==> src/sv/deq_pkg.sv <==
// Shared types and constants for the double-ended queue.
package deq_pkg;

  localparam int unsigned DataW = 32;
  localparam int unsigned ReqW  = 3;
  localparam int unsigned StatW = 2;

  typedef enum logic [ReqW-1:0] {
    REQ_PUSH_FRONT = 3'd0,
    REQ_PUSH_BACK  = 3'd1,
    REQ_POP_FRONT  = 3'd2,
    REQ_POP_BACK   = 3'd3,
    REQ_DUMP       = 3'd4
  } req_e;

  typedef enum logic [StatW-1:0] {
    ST_OK    = 2'd0,
    ST_EMPTY = 2'd1,
    ST_FULL  = 2'd2
  } status_e;

  typedef struct packed {
    req_e                    req;
    logic signed [DataW-1:0] value;
  } cmd_t;

endpackage

==> src/sv/deq_if.sv <==
// Request and result channel interfaces of the double-ended queue.
interface deq_req_if;
  logic               valid;
  logic               ready;
  logic        [2:0]  req_type;
  logic signed [31:0] push_value;

  modport source (output valid, output req_type, output push_value, input ready);
  modport sink   (input valid, input req_type, input push_value, output ready);
endinterface

interface deq_rsp_if;
  logic               valid;
  logic               ready;
  logic signed [31:0] result_value;
  logic        [1:0]  status;
  logic               last;

  modport source (output valid, output result_value, output status, output last,
                  input ready);
  modport sink   (input valid, input result_value, input status, input last,
                  output ready);
endinterface

==> src/sv/double_ended_queue_top.sv <==
// Top level of the bounded double-ended queue.
//
//   channel  dir  payload                           role
//   req_i    in   req_type[2:0], push_value[31:0]   one request per handshake
//   rsp_o    out  result_value[31:0], status, last  results, last marks the final one
//
// Push: one result, written by the executor into the result register. Pop: one result
// (storage read, then the result register). Dump of N entries: N results, streamed
// through the single storage read port.
// A two-entry request queue lets intake continue while the executor stalls on rsp_o.
// Reset clears indices, counts and valid flags; the storage is not cleared.
module double_ended_queue_top
  import deq_pkg::*;
#(
  parameter int unsigned DEPTH = 32
) (
  input  logic      clk_i,
  input  logic      rst_ni,
  deq_req_if.sink   req_i,
  deq_rsp_if.source rsp_o
);

  logic cmd_valid;
  logic cmd_ready;
  cmd_t cmd;

  deq_front u_front (
    .clk_i       (clk_i),
    .rst_ni      (rst_ni),
    .req_i       (req_i),
    .cmd_valid_o (cmd_valid),
    .cmd_ready_i (cmd_ready),
    .cmd_o       (cmd)
  );

  deq_back #(
    .DEPTH (DEPTH)
  ) u_back (
    .clk_i       (clk_i),
    .rst_ni      (rst_ni),
    .cmd_valid_i (cmd_valid),
    .cmd_ready_o (cmd_ready),
    .cmd_i       (cmd),
    .rsp_o       (rsp_o)
  );

`ifndef SYNTHESIS
  a_err_zero: assert property (@(posedge clk_i) disable iff (!rst_ni)
    rsp_o.valid && (rsp_o.status != ST_OK) |-> (rsp_o.result_value == '0) && rsp_o.last)
    else $error("error result carries data or is not final");

  a_cmd_hold: assert property (@(posedge clk_i) disable iff (!rst_ni)
    cmd_valid && !cmd_ready |=> cmd_valid && $stable(cmd))
    else $error("queued command lost while executor stalled");

  a_cmd_enq: assert property (@(posedge clk_i) disable iff (!rst_ni)
    req_i.valid && req_i.ready && !cmd_valid && (req_i.req_type <= REQ_DUMP) |=> cmd_valid)
    else $error("accepted request not queued");
`endif

endmodule

==> src/sv/deq_front.sv <==
// Request intake: drops unused codes and buffers commands in a two-entry queue.
module deq_front
  import deq_pkg::*;
(
  input  logic      clk_i,
  input  logic      rst_ni,
  deq_req_if.sink   req_i,
  output logic      cmd_valid_o,
  input  logic      cmd_ready_i,
  output cmd_t      cmd_o
);

  localparam int unsigned QDepth = 2;
  localparam int unsigned QPtrW  = 1;
  localparam int unsigned QCntW  = 2;

  cmd_t             q_mem_q [QDepth];
  logic [QPtrW-1:0] wr_q, wr_d;
  logic [QPtrW-1:0] rd_q, rd_d;
  logic [QCntW-1:0] n_q, n_d;
  logic             code_ok;
  logic             push;
  logic             pop;

  always_comb begin
    code_ok = req_i.req_type inside {REQ_PUSH_FRONT, REQ_PUSH_BACK, REQ_POP_FRONT,
                                     REQ_POP_BACK, REQ_DUMP};
  end

  assign req_i.ready = (n_q != QCntW'(QDepth));
  assign push        = req_i.valid && req_i.ready && code_ok;
  assign cmd_valid_o = (n_q != '0);
  assign pop         = cmd_valid_o && cmd_ready_i;
  assign cmd_o       = q_mem_q[rd_q];

  always_comb begin
    wr_d = push ? wr_q + 1'b1 : wr_q;
    rd_d = pop ? rd_q + 1'b1 : rd_q;
    n_d  = n_q;
    if (push && !pop) begin
      n_d = n_q + 1'b1;
    end else if (pop && !push) begin
      n_d = n_q - 1'b1;
    end
  end

  always_ff @(posedge clk_i or negedge rst_ni) begin
    if (!rst_ni) begin
      wr_q <= '0;
      rd_q <= '0;
      n_q  <= '0;
    end else begin
      wr_q <= wr_d;
      rd_q <= rd_d;
      n_q  <= n_d;
    end
  end

  always_ff @(posedge clk_i) begin
    if (push) begin
      q_mem_q[wr_q] <= '{req: req_e'(req_i.req_type), value: req_i.push_value};
    end
  end

endmodule

==> src/sv/deq_back.sv <==
// Command execution: ring buffer storage, front index, count and result register.
module deq_back
  import deq_pkg::*;
#(
  parameter int unsigned DEPTH = 32
) (
  input  logic      clk_i,
  input  logic      rst_ni,
  input  logic      cmd_valid_i,
  output logic      cmd_ready_o,
  input  cmd_t      cmd_i,
  deq_rsp_if.source rsp_o
);

  localparam int unsigned IdxW = (DEPTH > 1) ? $clog2(DEPTH) : 1;
  localparam int unsigned CntW = $clog2(DEPTH + 1);
  localparam int unsigned SumW = CntW + 1;
  localparam logic [CntW-1:0] DepthC  = CntW'(DEPTH);
  localparam logic [IdxW-1:0] IdxLast = IdxW'(DEPTH - 1);

  typedef enum logic {S_IDLE, S_READ} state_e;

  function automatic logic [IdxW-1:0] ring_add(logic [IdxW-1:0] base,
                                               logic [CntW-1:0] off);
    logic [SumW-1:0] sum;
    sum = SumW'(base) + SumW'(off);
    if (sum >= SumW'(DEPTH)) begin
      sum = sum - SumW'(DEPTH);
    end
    return sum[IdxW-1:0];
  endfunction

  logic [DataW-1:0] mem_q [DEPTH];
  logic [DataW-1:0] rd_data_q;

  state_e           state_q, state_d;
  logic [IdxW-1:0]  front_q, front_d;
  logic [CntW-1:0]  cnt_q, cnt_d;
  logic [CntW-1:0]  off_q, off_d;
  logic             rlast_q, rlast_d;
  logic             ov_q, ov_d;
  logic [DataW-1:0] oval_q, oval_d;
  status_e          ost_q, ost_d;
  logic             olast_q, olast_d;

  logic             out_free;
  logic             we;
  logic [IdxW-1:0]  waddr;
  logic             re;
  logic [IdxW-1:0]  raddr;

  assign out_free = !ov_q || rsp_o.ready;

  always_comb begin
    state_d     = state_q;
    front_d     = front_q;
    cnt_d       = cnt_q;
    off_d       = off_q;
    rlast_d     = rlast_q;
    ov_d        = ov_q && !rsp_o.ready;
    oval_d      = oval_q;
    ost_d       = ost_q;
    olast_d     = olast_q;
    cmd_ready_o = 1'b0;
    we          = 1'b0;
    waddr       = front_q;
    re          = 1'b0;
    raddr       = front_q;

    case (state_q)
      S_IDLE: begin
        if (cmd_valid_i && out_free) begin
          cmd_ready_o = 1'b1;
          ov_d        = 1'b1;
          olast_d     = 1'b1;
          case (cmd_i.req)
            REQ_PUSH_FRONT, REQ_PUSH_BACK: begin
              if (cnt_q == DepthC) begin
                oval_d = '0;
                ost_d  = ST_FULL;
              end else begin
                we = 1'b1;
                if (cmd_i.req == REQ_PUSH_FRONT) begin
                  front_d = (front_q == '0) ? IdxLast : front_q - 1'b1;
                  waddr   = front_d;
                end else begin
                  waddr = ring_add(front_q, cnt_q);
                end
                cnt_d  = cnt_q + 1'b1;
                oval_d = cmd_i.value;
                ost_d  = ST_OK;
              end
            end
            REQ_POP_FRONT, REQ_POP_BACK: begin
              if (cnt_q == '0) begin
                oval_d = '0;
                ost_d  = ST_EMPTY;
              end else begin
                ov_d = ov_q && !rsp_o.ready;
                re   = 1'b1;
                if (cmd_i.req == REQ_POP_FRONT) begin
                  raddr   = front_q;
                  front_d = ring_add(front_q, CntW'(1));
                end else begin
                  raddr = ring_add(front_q, CntW'(cnt_q - 1'b1));
                end
                cnt_d   = cnt_q - 1'b1;
                rlast_d = 1'b1;
                state_d = S_READ;
              end
            end
            REQ_DUMP: begin
              if (cnt_q == '0) begin
                oval_d = '0;
                ost_d  = ST_EMPTY;
              end else begin
                ov_d    = ov_q && !rsp_o.ready;
                re      = 1'b1;
                raddr   = front_q;
                off_d   = CntW'(1);
                rlast_d = (cnt_q == CntW'(1));
                state_d = S_READ;
              end
            end
            default: begin
              ov_d = ov_q && !rsp_o.ready;
            end
          endcase
        end
      end
      S_READ: begin
        if (out_free) begin
          ov_d    = 1'b1;
          oval_d  = rd_data_q;
          ost_d   = ST_OK;
          olast_d = rlast_q;
          if (rlast_q) begin
            state_d = S_IDLE;
          end else begin
            re      = 1'b1;
            raddr   = ring_add(front_q, off_q);
            off_d   = off_q + 1'b1;
            rlast_d = (CntW'(off_q + 1'b1) == cnt_q);
          end
        end
      end
      default: begin
        state_d = S_IDLE;
      end
    endcase
  end

  always_ff @(posedge clk_i or negedge rst_ni) begin
    if (!rst_ni) begin
      state_q <= S_IDLE;
      front_q <= '0;
      cnt_q   <= '0;
      off_q   <= '0;
      rlast_q <= 1'b0;
      ov_q    <= 1'b0;
      oval_q  <= '0;
      ost_q   <= ST_OK;
      olast_q <= 1'b0;
    end else begin
      state_q <= state_d;
      front_q <= front_d;
      cnt_q   <= cnt_d;
      off_q   <= off_d;
      rlast_q <= rlast_d;
      ov_q    <= ov_d;
      oval_q  <= oval_d;
      ost_q   <= ost_d;
      olast_q <= olast_d;
    end
  end

  always_ff @(posedge clk_i) begin
    if (we) begin
      mem_q[waddr] <= cmd_i.value;
    end
    if (re) begin
      rd_data_q <= mem_q[raddr];
    end
  end

  assign rsp_o.valid        = ov_q;
  assign rsp_o.result_value = oval_q;
  assign rsp_o.status       = ost_q;
  assign rsp_o.last         = olast_q;

endmodule

==> src/flat_wrapper.sv <==
// flat-port wrapper written by rule: the top's interface ports become plain ports
module double_ended_queue_top_flat import deq_pkg::*;
#(
  parameter int unsigned DEPTH = 32
)
  (clk_i, rst_ni, req_i_valid, req_i_req_type, req_i_push_value, req_i_ready, rsp_o_valid, rsp_o_result_value, rsp_o_status, rsp_o_last, rsp_o_ready);
  deq_req_if req_i_i ();
  deq_rsp_if rsp_o_i ();
  input  logic clk_i;
  input  logic rst_ni;
  input wire logic [$bits(req_i_i.valid)-1:0] req_i_valid;
  input wire logic [$bits(req_i_i.req_type)-1:0] req_i_req_type;
  input wire logic [$bits(req_i_i.push_value)-1:0] req_i_push_value;
  output wire logic [$bits(req_i_i.ready)-1:0] req_i_ready;
  output wire logic [$bits(rsp_o_i.valid)-1:0] rsp_o_valid;
  output wire logic [$bits(rsp_o_i.result_value)-1:0] rsp_o_result_value;
  output wire logic [$bits(rsp_o_i.status)-1:0] rsp_o_status;
  output wire logic [$bits(rsp_o_i.last)-1:0] rsp_o_last;
  input wire logic [$bits(rsp_o_i.ready)-1:0] rsp_o_ready;
  assign req_i_i.valid = req_i_valid;
  assign req_i_i.req_type = req_i_req_type;
  assign req_i_i.push_value = req_i_push_value;
  assign req_i_ready = req_i_i.ready;
  assign rsp_o_valid = rsp_o_i.valid;
  assign rsp_o_result_value = rsp_o_i.result_value;
  assign rsp_o_status = rsp_o_i.status;
  assign rsp_o_last = rsp_o_i.last;
  assign rsp_o_i.ready = rsp_o_ready;
  double_ended_queue_top #(.DEPTH(DEPTH)) u_core (.clk_i(clk_i), .rst_ni(rst_ni), .req_i(req_i_i), .rsp_o(rsp_o_i));
endmodule
==> config.mk <==
export PLATFORM = sky130hd
export DESIGN_NAME = double_ended_queue_top_flat
export DESIGN_NICKNAME = d
export VERILOG_FILES = /design/src/sv/deq_pkg.sv /design/src/sv/deq_if.sv /design/src/sv/double_ended_queue_top.sv /design/src/sv/deq_front.sv /design/src/sv/deq_back.sv /design/src/flat_wrapper.sv
export SDC_FILE = /design/constraint.sdc
export NUM_CORES = 1
export LEC_CHECK = 0
export BUFFER_PORTS_ARGS = -buffer_cell sky130_fd_sc_hd__buf_2
export CAP_MARGIN = 20
export CELL_PAD_IN_SITES_DETAIL_PLACEMENT = 0
export CELL_PAD_IN_SITES_GLOBAL_PLACEMENT = 2
export CORE_MARGIN = 1.5
export CORE_UTILIZATION = 31
export DETAILED_ROUTE_END_ITERATION = 10
export MAX_ROUTING_LAYER = met4
export PLACE_DENSITY_LB_ADDON = 0.1
export SYNTH_ARGS = -nofsm -noshare
export SYNTH_HDL_FRONTEND = slang
export SYNTH_SLANG_ARGS = --single-unit
==> constraint.sdc <==
create_clock -name clk_i -period 9.48 [get_ports clk_i]
set_input_delay 1.422 -clock clk_i [delete_from_list [all_inputs] [get_ports clk_i]]
set_output_delay 1.422 -clock clk_i [all_outputs]
set_load 0.03 [all_outputs]
---- Word-level counts from Yosys, hierarchy flattened ----
Memories as Yosys holds them, arrays and structs flattened. A register that Yosys moved wholly into a read port is not among the register bits.
Cells that the tools add are included.
storage, ports and cells
  output and inout port bits .............. 37
  input port bits ......................... 39
  bits in writable memories ............... 1094
  memories kept ........................... 2
  bits in read-only memories .............. 0
  bits in registers ....................... 59
  latch bits .............................. 0
memory list
  memory                  words  width  read ports  clocked after memory_dff  wr ports  RTL line         RTL
  u_core.u_back.mem_q     32     32     1           1                         1         deq_back.sv:33   logic [DataW-1:0] mem_q [DEPTH];
  u_core.u_front.q_mem_q  2      35     1           0                         1         deq_front.sv:17  cmd_t q_mem_q [QDepth];
operators by class
  order comparisons ....................... 4
  div/mod/pow operators ................... 0
  mux-type cells .......................... 78
  multiply operators ...................... 0
  $add $sub $neg .......................... 16
  bitwise logic cells ..................... 1
  shifts and indexed selects .............. 0
  reduce and logical (&&, ||, !) cells .... 29
  eq/ne operators ......................... 26
operators with widths
  kind                 number
  $mux 32              4
  $pmux 32 s2          2
  $mux 5               20
  $mux 6               7
  $mux 1               26
  $sub 5x1->5 const B  5
  $pmux 6 s2           2
  $add 5x6->7          3
  $ge 7x6->1 const B   3
  $pmux 5 s2           2
  $ne 2x2->1 const B   8
  $reduce_and 5->1     3
  $pmux 1 s2           7
  $add 6x1->6 const B  2
  $eq 3x2->1 const B   4
  $mux 2               6
  $ne 3x3->1 const B   3
  $pmux 2 s2           2
  $logic_and 1x1->1    7
  $reduce_and 7->1     1
  $add 5x1->6 const B  1
  $eq 3x1->1 const B   2
  $eq 3x3->1 const B   2
  $eq 6x1->1 const B   1
  22 further kinds     31

---- Logic depth before layout (Yosys ltp) ----
Gate-level depths: netlist (run 1).
  depth in word-level cells ............... 9
  gate-level depth with buffers ........... 14
  gate-level depth less buffers ........... 11

---- By module ----
Synthesis (run 1) repeated with hierarchy kept, for this count alone.
second synthesis, totals
  cell total of the unflattened synthesis .. 3133
  area total of the unflattened synthesis .. 48099.9 sq um
by module, submodules not included
  module     cells an instance  sequential area each (sq um)  instances  area each (sq um)
  deq_back   3004               33086.7                       1          45217.1
  deq_front  129                2202.1                        1          2882.8

---- Worst setup path after synthesis (run 1) ----
No wires, ideal clock.
  path type ............................... input -> register
  start ................................... input rsp_o_ready
  end ..................................... memory u_core.u_back.mem_q[0][0] (enable)
  setup slack ............................. 4.056 ns
  buffers on the path ..................... 2
  stages .................................. 9
  library setup time ...................... 0.461 ns
  data required time ...................... 9.019 ns
  arrival time ............................ 4.963 ns
  cells stage by stage .................... nor2b_1 clkbuf_1 nor3_4 and3_1 clkbuf_1 a21oi_1 a21o_1 nand2_1 nor3_1
on the way
  longest elaborated chain between the ends .. 6
  elaborated cells on any way between the ends .. 8
  those cells by class .................... mux: 6; reduce/logical: 2
RTL lines
  element                       RTL line            RTL
  from (decl)                   flat_wrapper.sv:19  input wire logic [$bits(rsp_o_i.ready)-1:0] rsp_o_ready;
  $logic_or 1x1->1 (*)          deq_back.sv:52      assign out_free = !ov_q || rsp_o.ready;
  $logic_and 1x1->1 (*)         deq_back.sv:72      if (cmd_valid_i && out_free) begin
  $mux 1                        deq_back.sv:72
  $mux 1                        deq_back.sv:70      case (state_q)
  $mux 1                        deq_back.sv:178     if (we) begin
  $mux 1 (implied by the code)  deq_back.sv:179     mem_q[waddr] <= cmd_i.value;
  to (decl)                     deq_back.sv:33
Mark *: on every way between the ends. The rest lies on a longest branch, timed or not.

---- Worst setup path after layout (run 1) ----
  start ................................... register u_core.u_back.cnt_q[0]
  end ..................................... register u_core.u_back.rd_data_q[8] (read register of u_core.u_back.mem_q), data pin
on the way
  longest elaborated chain between the ends .. 9
  elaborated cells on any way between the ends .. 15
  those cells by class .................... add/sub: 3; order compare: 1; mux: 10; reduce/logical: 1
RTL lines
  element                                    RTL line                        RTL
  from (decl)                                deq_back.sv:38                  logic [CntW-1:0] cnt_q, cnt_d;
  from (signal assigned)                     deq_back.sv:167                 cnt_q <= cnt_d;
  $sub 6x1->6                                deq_back.sv:105                 raddr = ring_add(front_q, CntW'(cnt_q - 1'b1));
  $add 5x6->7                                deq_back.sv:26                  sum = SumW'(base) + SumW'(off);
  $ge 7x6->1 or $sub 5x1->5 (tied branches)  deq_back.sv:27, deq_back.sv:28
  $mux 5                                     deq_back.sv:27                  if (sum >= SumW'(DEPTH)) begin
  $mux 5                                     deq_back.sv:101                 if (cmd_i.req == REQ_POP_FRONT) begin
  $mux 5                                     deq_back.sv:95                  if (cnt_q == '0) begin
  $mux 5                                     n/a
  $mux 5                                     deq_back.sv:72
  $pmux 5 s2                                 deq_back.sv:70
  to (decl)                                  deq_back.sv:34                  logic [DataW-1:0] rd_data_q;
Parallel ways exist; a longest one is shown, timed or not.
A chain may end at the register's enable or synchronous reset.

==> metrics.csv, run 1 <==
stage,metric,value,unit
min_path,hold path depth,2,
sta,"Hold Vio Cnt, Final",0,
routing,Routed Wire Length,173000,µm
pwr,Total Power,19200,µW
routing,via count,30989,
sta,max-slew violations,0,
synthesis,synthesis warning total,0,
floorplan,Die Y,400,µm
sta,Max-slew headroom,24.0,%
global_route,global route overflow,0,
worst_setup_path,Critical Path RT,9.96,ns
worst_setup_path,CP Depth,12,
sta,fin crit period,5.38,ns
worst_setup_path,flop2flop setup slack,4.10,ns
pwr,P_leak,0.0174,µW
pwr,Comb power frac,38.0,%
cells_and_area,share of cells above drive strength 1,15.0,%
worst_setup_path,slowest cell delay on critical path,0.99,ns
worst_setup_path,Reg-to-Reg Start,u_core.u_back.cnt_q[0],
pwr,Sequential Power Share,36.0,%
synthesis,Netlist cell types,68,
worst_setup_path,Crit path max-delay family,buffers and inverters,
worst_setup_path,crit path max fanout,36,
routing,DRC viols,0,
cells_and_area,"commonest non-fill, non-tap cell in the layout",edfxtp_1,
sta,RSZ-0062 raised after global routing,no,
pwr,Max VDD drop,0.000312,V
synthesis,register area share after synthesis,72.1,%
worst_setup_path,cells on worst reg2reg path,12,
synthesis,synthesized area,48900,µm²
floorplan,Rows,145,
cells_and_area,synthesis-to-finish area growth,14.3,%
synthesis,syn nets,3315,
place,GPL Wtd Cong,0.759,
pwr,Net Sw Frac,39.6,%
global_route,largest net degree at the start of global routing,159,
worst_setup_path,CP bufs+invs,3,
floorplan,Starting Density,31.3,%
sta,f_max,186,MHz
sta,final setup TNS,0,ns
clock_network,CTS tree,yes,
place,I/O Buffers,75,
sta,actual slew at the worst max-slew pin,1.14,ns
sta,Layout Skew,0.0286,ns
worst_setup_path,critical path's slowest cell,a21boi_4,
floorplan,Die W,400,µm
clock_network,clk root buf,clkbuf_16,
worst_setup_path,Reg2Reg Capture Point,u_core.u_back.rd_data_q[8],
min_path,Hold Path Class,register to register,
clock_network,clk buf depth,3,
floorplan,die area,160000,µm²
worst_setup_path,critical path startpoint category,register,
synthesis,"area leader, netlist",edfxtp_1,
sta,Final setup viols,0,
worst_setup_path,crit path kind,register to register,
worst_setup_path,Worst EP arrival,5.86,ns
min_path,Hold Path End,u_core.u_back.rsp_o.result_value[12],
min_path,hold_sp,u_core.u_back.rsp_o.result_value[12],
clock_network,cts repair resizes,0,
routing,DRT iter0 DRCs,3030,
floorplan,IO Count,76,
routing,vias per inst,5.72,
global_route,first-pass GRT wire length,243000,µm
clock_network,cts hold-fix bufs,0,
synthesis,share of flip-flops with an asynchronous set or reset,4.98,%
cells_and_area,Final #Nets,3318,
global_route,gr usage total,21.9,%
cells_and_area,"commonest cells after routing, fill and taps aside","1126 x edfxtp_1, 441 x o21ai_0, 368 x nand3_1",
pwr,power density over the cells,344,nW/µm²
global_route,vias in the first global route,30939,
synthesis,Post-Synthesis Cells,3253,
pwr,Power Internal,11600,µW
worst_setup_path,Worst Setup SP,u_core.u_back.cnt_q[0],
routing,WL per Instance,31.9,µm
synthesis,Avg Inst Size Synth,15.0,µm²
status,status,completed,
clock_network,CTS Sinks,1185,
clock_network,Worst-path clk slew,0.06,ns
sta,Final Cycle Share,56.8,%
clock_network,Worst-Skew Late Latency,0.79,ns
synthesis,Synth top area share,69.1,%
routing,first drt pass iteration count,5,
synthesis,"flops & latches, synth",1185,
cells_and_area,# diodes,0,
synthesis,Most used DFF post-synth,edfxtp_1,
global_route,initial antenna violation count,4,
clock_network,setup repair bufs after CTS,0,
synthesis,Post-synth EDFFs,1126,
worst_setup_path,crit path capture type,register,
place,HPWL after DPL,86600,µm
job,max-cap violation count,0,
clock_network,cts bufs inserted,139,
pwr,Sw Pwr,7600,µW
floorplan,core area,156000,µm²
worst_setup_path,worst-path cell chain,inv_1 > ha_1 > xor2_1 > ha_1 > nand3_1 > and3b_1 > nor4_1 > or3_2 > buf_4 > a21boi_4 > buf_4 > a2111oi_2,
routing,number of routed nets with antenna violations,0,
synthesis,synth top area cells,"edfxtp_1 69%, a32oi_1 4.6%, o21ai_0 4.5%",
cells_and_area,Final Core Density,35.8,%
pwr,Clk pwr share,26.1,%
clock_network,CTS HTree Levels,4,
[synth_stat cells (3+ instances only)]
cell type and instances:
buf_1 19, nor2_1 36, nor4_1 3, and3_1 7, o22ai_1 34, a21o_1 9
buf_4 10, ha_1 20, edfxtp_1 1126, xor2_1 12, a2111oi_2 30, nand2b_1 5
a22oi_1 33, dfrtp_1 59, o21ai_0 442, inv_1 10, buf_2 25, mux2i_1 133
nand4_1 38, o32ai_1 32, buf_6 7, fa_1 3, and2_1 5, a211oi_1 4
nor2b_1 3, nor3_1 23, mux2_2 33, a32oi_1 259, o211ai_1 3, nand3_1 370
or3_1 3, a21oi_1 25, mux4_2 32, xnor2_1 19, nand2_1 73, a41oi_1 32
o22a_1 3, clkbuf_1 236
[state kept, by name, summed over array words and instances, names as in the netlist]
register	count
u_core.u_back.cnt_q	6
u_core.u_back.front_q	5
u_core.u_back.mem_q	1024
u_core.u_back.off_q	6
u_core.u_back.rd_data_q	32
u_core.u_back.rlast_q	1
u_core.u_back.rsp_o.last	1
u_core.u_back.rsp_o.result_value	32
u_core.u_back.rsp_o.status	2
u_core.u_back.rsp_o.valid	1
u_core.u_back.state_q	1
u_core.u_front.n_q	2
u_core.u_front.q_mem_q	70
u_core.u_front.rd_q	1
u_core.u_front.wr_q	1
[logic make-up (layout without fill, tap and decap cells)]
family | after synthesis | count (layout) | synth area share, %
adder cells (fa/ha/maj) | 23 | 23 | 0.634
AO/OA/AOI/OAI | 934 | 934 | 13.3
buffers and inverters | 309 | 419 | 2.63
XOR/XNOR | 31 | 31 | 0.555
AND/OR/NAND/NOR | 573 | 573 | 5.85
multiplexers | 198 | 198 | 4.95
flip-flops | 1185 | 1185 | 72.1
[area by class of cell]
type,count,area [µm²]
timing repair buffer,160,1130
clock inverter,72,494
clock buffer,176,3700
tap,2058,2570
inverter,11,41.3
sequential,1185,35300
fill,14895,100000
multi-input combinational,1759,12700
[metrics by stage]
step           hold slack [ns]  std cells  area (µm²)  worst slack [ns]
6_report                 0.470       5421       55900              4.10
3_5_place_dp             0.467       5172       51700              3.59
4_1_cts                  0.480       5420       55900              4.02
3_3_place_gp             0.462       5171       51700              3.68
2_1_floorplan            0.460       3253       48900              4.06
5_1_grt                  0.508       5421       55900              3.90
[power groups by stage]
stage	logic, µW	registers (µW)	clock network, µW
floorplan	4520	6990	0
global placement	7300	7020	0
detailed placement	7360	7030	0
CTS	7380	6930	5130
global route	7820	6950	5330
finish	7300	6910	5010
[routing by layer]
metal	routed length, µm	up-vias	share of wire (%)	global-route usage [%]
met5	0	-	0	-
met4	4240	0	2.5	6.01
met3	8420	247	4.9	2.89
met2	83100	1047	48	34.9
met1	77000	16377	45	29.3
li1	-	13318	-	-
[tightest hold or removal path, stage by stage (launching register included)]
cell     delay, ns
dfrtp_1       0.33
nand2_1       0.04
o21ai_0       0.06
[worst max path at each step]
stage                                        endpoint  slack, ns
after global routing       u_core.u_back.rd_data_q[3]       3.90
after detailed placement  u_core.u_back.rd_data_q[27]       3.59
after CTS                  u_core.u_back.rd_data_q[6]       4.02
after global placement     u_core.u_back.rd_data_q[6]       3.68
final                      u_core.u_back.rd_data_q[8]       4.10
after floorplan             u_core.u_back.mem_q[0][0]       4.06
Power figures use the tool's default switching activity.
==> run 2, diff against run 1 <==
- ABC_AREA: default -> 1
- clock period: 9.48 -> 5.08 ns (I/O delays scaled with it)
==> run 2 against run 1 <==
Against the previous run:
- worst hold slack got worse by 0.30 ns
- clock power rose by 100%
- sequential cell count did not move
- highest routed layer unchanged
- core utilization rose by 0.23 points
- count of clock-buffer cells in the layout rose by 11
==> metrics.csv, run 2 <==
stage,metric,value,unit,change
sta,PnR worst setup slack,1.08,ns,-3.01 ns
worst_setup_path,critical path startpoint category,register,,
routing,Routed Wire Length,185000,µm,+6.9%
pwr,Clk pwr share,21.8,%,-4.3 points
clock_network,Worst-Skew Late Latency,0.78,ns,about the same
routing,via count,35525,,+15%
synthesis,Post-Synthesis Cells,4860,,+49%
global_route,global route overflow,0,,unchanged
global_route,vias in the first global route,35223,,+14%
global_route,first-pass GRT wire length,263000,µm,+8.4%
global_route,initial antenna violation count,15,,+11
floorplan,IO Count,76,,unchanged
floorplan,Die Y,413,µm,+3.2%
pwr,Comb power frac,49.5,%,+12 points
place,Setup WS pre-CTS,0.882,ns,-2.70 ns
synthesis,XOR/XNOR share of the synthesized area,0.420,%,-0.14 points
synthesis,register area share after synthesis,67.7,%,-4.5 points
synthesis,Adder-Cell Fraction of Synth Area,0.595,%,-0.039 points
sta,fin crit period,4.00,ns,-1.39 ns
synthesis,share of flip-flops with an asynchronous set or reset,4.98,%,unchanged
sta,max-slew violations,0,,unchanged
worst_setup_path,crit path kind,register to register,,
sta,actual slew at the worst max-slew pin,1.09,ns,-0.0511 ns
global_route,largest net degree at the start of global routing,134,,-16%
clock_network,cts hold-fix bufs,1,,+1
sta,Final Hold Slack,0.175,ns,-0.295 ns
cells_and_area,"commonest non-fill, non-tap cell in the layout",nand2_1,,
pwr,P_leak,0.0239,µW,+38%
pwr,power density over the cells,763,nW/µm²,+120%
min_path,hold path depth,1,,-1
synthesis,"count leader, synth",nand2_1,,
floorplan,Starting Density,31.2,%,-0.067 points
clock_network,cts repair resizes,0,,unchanged
synthesis,Post-synth EDFFs,1126,,unchanged
cells_and_area,"Cell Count, Final, Fillers Out",7235,,+33%
min_path,hold_sp,req_i_push_value[9],,
clock_network,cts bufs inserted,143,,+2.9%
min_path,Hold Path Class,input pin to register,,
place,I/O Buffers,75,,unchanged
place,GPL Wtd Cong,0.784,,+3.3%
routing,DRC viols,0,,unchanged
sta,Max-slew headroom,27.4,%,+3.4 points
routing,number of routed nets with antenna violations,0,,unchanged
synthesis,synth top area cells,"edfxtp_1 65%, nand3_1 11%, nand2_1 8.6%",,
status,status,completed,,
cells_and_area,Largest regs,"u_core.u_back.mem_q: 1024 flops, u_core.u_front.q_mem_q: 70 flops",,
pwr,Net Sw Frac,47.1,%,+7.6 points
worst_setup_path,crit path capture type,register,,
cells_and_area,Final Core Density,36.0,%,+0.23 points
worst_setup_path,crit path max fanout,41,,+14%
synthesis,Netlist cell types,38,,-44%
place,placed insts,6972,,+35%
sta,"Hold Vio Cnt, Final",0,,unchanged
global_route,gr usage total,22.2,%,+0.32 points
synthesis,syn nets,4922,,+48%
synthesis,post-synthesis mux area share,0,%,-5.0 points
synthesis,largest family of logic cells by synthesized area,simple AND/OR/NAND/NOR gates,,
floorplan,Die W,413,µm,+3.2%
worst_setup_path,Critical Path RT,5.60,ns,-4.36 ns
synthesis,synthesized area,52100,µm²,+6.6%
worst_setup_path,flop2flop setup slack,1.08,ns,-3.01 ns
sta,f_max,250,MHz,+35%
clock_network,CTS Sinks,1185,,unchanged
routing,vias per inst,4.91,,-14%
clock_network,setup repair bufs after CTS,0,,unchanged
pwr,Sw Pwr,21600,µW,+180%
synthesis,Synth top area share,64.8,%,-4.3 points
synthesis,Most used DFF post-synth,edfxtp_1,,
worst_setup_path,Reg-to-Reg Start,u_core.u_back.cnt_q[0],,
cells_and_area,Final #Nets,4977,,+50%
synthesis,"area leader, netlist",edfxtp_1,,
clock_network,Worst-path clk slew,0.06,ns,about the same
routing,first drt pass iteration count,5,,unchanged
sta,Final Cycle Share,78.7,%,+22 points
clock_network,clk root buf,clkbuf_16,,
sta,RSZ-0062 raised after global routing,no,,
floorplan,Rows,150,,+3.4%
synthesis,Avg Inst Size Synth,10.7,µm²,-29%
cells_and_area,max reg flops,1024,,unchanged
clock_network,CTS HTree Levels,4,,unchanged
pwr,Max VDD drop,0.000591,V,+89%
place,HPWL after DPL,100000,µm,+16%
synthesis,synthesis warning total,0,,unchanged
synthesis,simple-gate portion of the synthesized area,22.6,%,+17 points
synthesis,compound-cell area share of the yosys netlist,1.41,%,-12 points
worst_setup_path,cells on worst reg2reg path,15,,+3
routing,WL per Instance,25.5,µm,-20%
synthesis,"flops & latches, synth",1185,,unchanged
clock_network,clk buf depth,3,,unchanged
routing,DRT iter0 DRCs,3096,,+2.2%
cells_and_area,Top reg by flops,u_core.u_back.mem_q,,
min_path,Hold Path End,u_core.u_front.q_mem_q[0][9],,
cells_and_area,synthesis-to-finish area growth,15.3,%,
sta,Final setup viols,0,,unchanged
clock_network,CTS tree,yes,,
pwr,Sequential Power Share,28.6,%,-7.4 points
sta,final setup TNS,0,ns,unchanged
floorplan,core area,167000,µm²,+6.8%
job,max-cap violation count,0,,unchanged
worst_setup_path,Worst EP arrival,4.51,ns,-1.35 ns
cells_and_area,share of cells above drive strength 1,9.74,%,-5.2 points
pwr,Power Internal,24300,µW,+110%
cells_and_area,"commonest cells after routing, fill and taps aside","1171 x nand2_1, 1126 x edfxtp_1, 1112 x nand3_1",,
sta,Layout Skew,0.0301,ns,+0.00159 ns
worst_setup_path,Reg2Reg Capture Point,u_core.u_back.rd_data_q[8],,
floorplan,die area,171000,µm²,+6.5%
synthesis,"top cells by count, synth","1194 x nand2_1, 1126 x edfxtp_1, 1113 x nand3_1",,
==> run 2: cell families (layout without fill, tap and decap cells) <==
| family | count (synthesis) | in the layout |
|---|---|---|
| simple gates | 2585 | 2585 |
| fa+ha+maj | 23 | 23 |
| compound gates | 134 | 134 |
| other cells | 0 | 1 |
| flops | 1185 | 1185 |
| buf+inv | 908 | 1078 |
| xor+xnor | 25 | 25 |
==> run 2: power by group through the flow <==
stage	combinational [µW]	clock (µW)	sequential (µW)
floorplan	13700	0	13400
global placement	23200	0	13400
detailed placement	23100	0	13300
CTS	23200	10300	13100
global route	25000	10600	13200
finish	22700	10000	13100
==> run 2: layout make-up <==
class / count / area, µm²
clock inverter: 73 / 626
antenna: 1 / 2.50
inverter: 609 / 2300
multi-input combinational: 2767 / 13400
tap: 2204 / 2760
timing repair buffer: 209 / 1850
fill: 16709 / 107000
clock buffer: 187 / 3870
sequential: 1185 / 35300
==> run 2: worst max path at each step <==
stage	start	to	slack, ns	cells after the start
after floorplan	rsp_o_ready	u_core.u_back.mem_q[24][0]	1.21	12
after global placement	rsp_o_ready	u_core.u_back.mem_q[6][5]	0.94	12
after detailed placement	rsp_o_ready	u_core.u_back.mem_q[6][10]	0.88	12
after CTS	u_core.u_back.cnt_q[0]	u_core.u_back.rd_data_q[8]	1.05	15
after global routing	u_core.u_back.cnt_q[1]	u_core.u_back.rd_data_q[8]	0.77	15
final	u_core.u_back.cnt_q[0]	u_core.u_back.rd_data_q[8]	1.08	15
==> run 2: layer usage <==
| metal | global-route usage, % | wire length [µm] | part of all wire, % | vias up |
|---|---|---|---|---|
| li1 | - | - | - | 16597 |
| met3 | 3.14 | 7950 | 4.3 | 238 |
| met5 | - | 0 | 0 | - |
| met1 | 30.8 | 87500 | 47 | 17905 |
| met2 | 34.0 | 84500 | 46 | 785 |
| met4 | 5.99 | 4670 | 2.5 | 0 |
==> run 2: critical path: stages (launching register included) <==
cell and delay, ns:
dfrtp_1 0.45, inv_1 0.16, ha_1 0.33, inv_1 0.08, fa_1 0.41, xnor2_1 0.17, o211ai_1 0.27, nand2_4 0.30
inv_6 0.49, buf_12 0.33, buf_12 0.18, nand3_1 0.08, nand3_1 0.19, nand2_1 0.08, nand2_1 0.06, nand2_1 0.06
==> run 2: per-stage QoR <==
step,area [µm²],power [µW]
4_1_cts,60100,46600
5_1_grt,60100,48900
3_3_place_gp,55600,36600
3_5_place_dp,55600,36500
6_report,60100,45900
2_1_floorplan,52100,27100
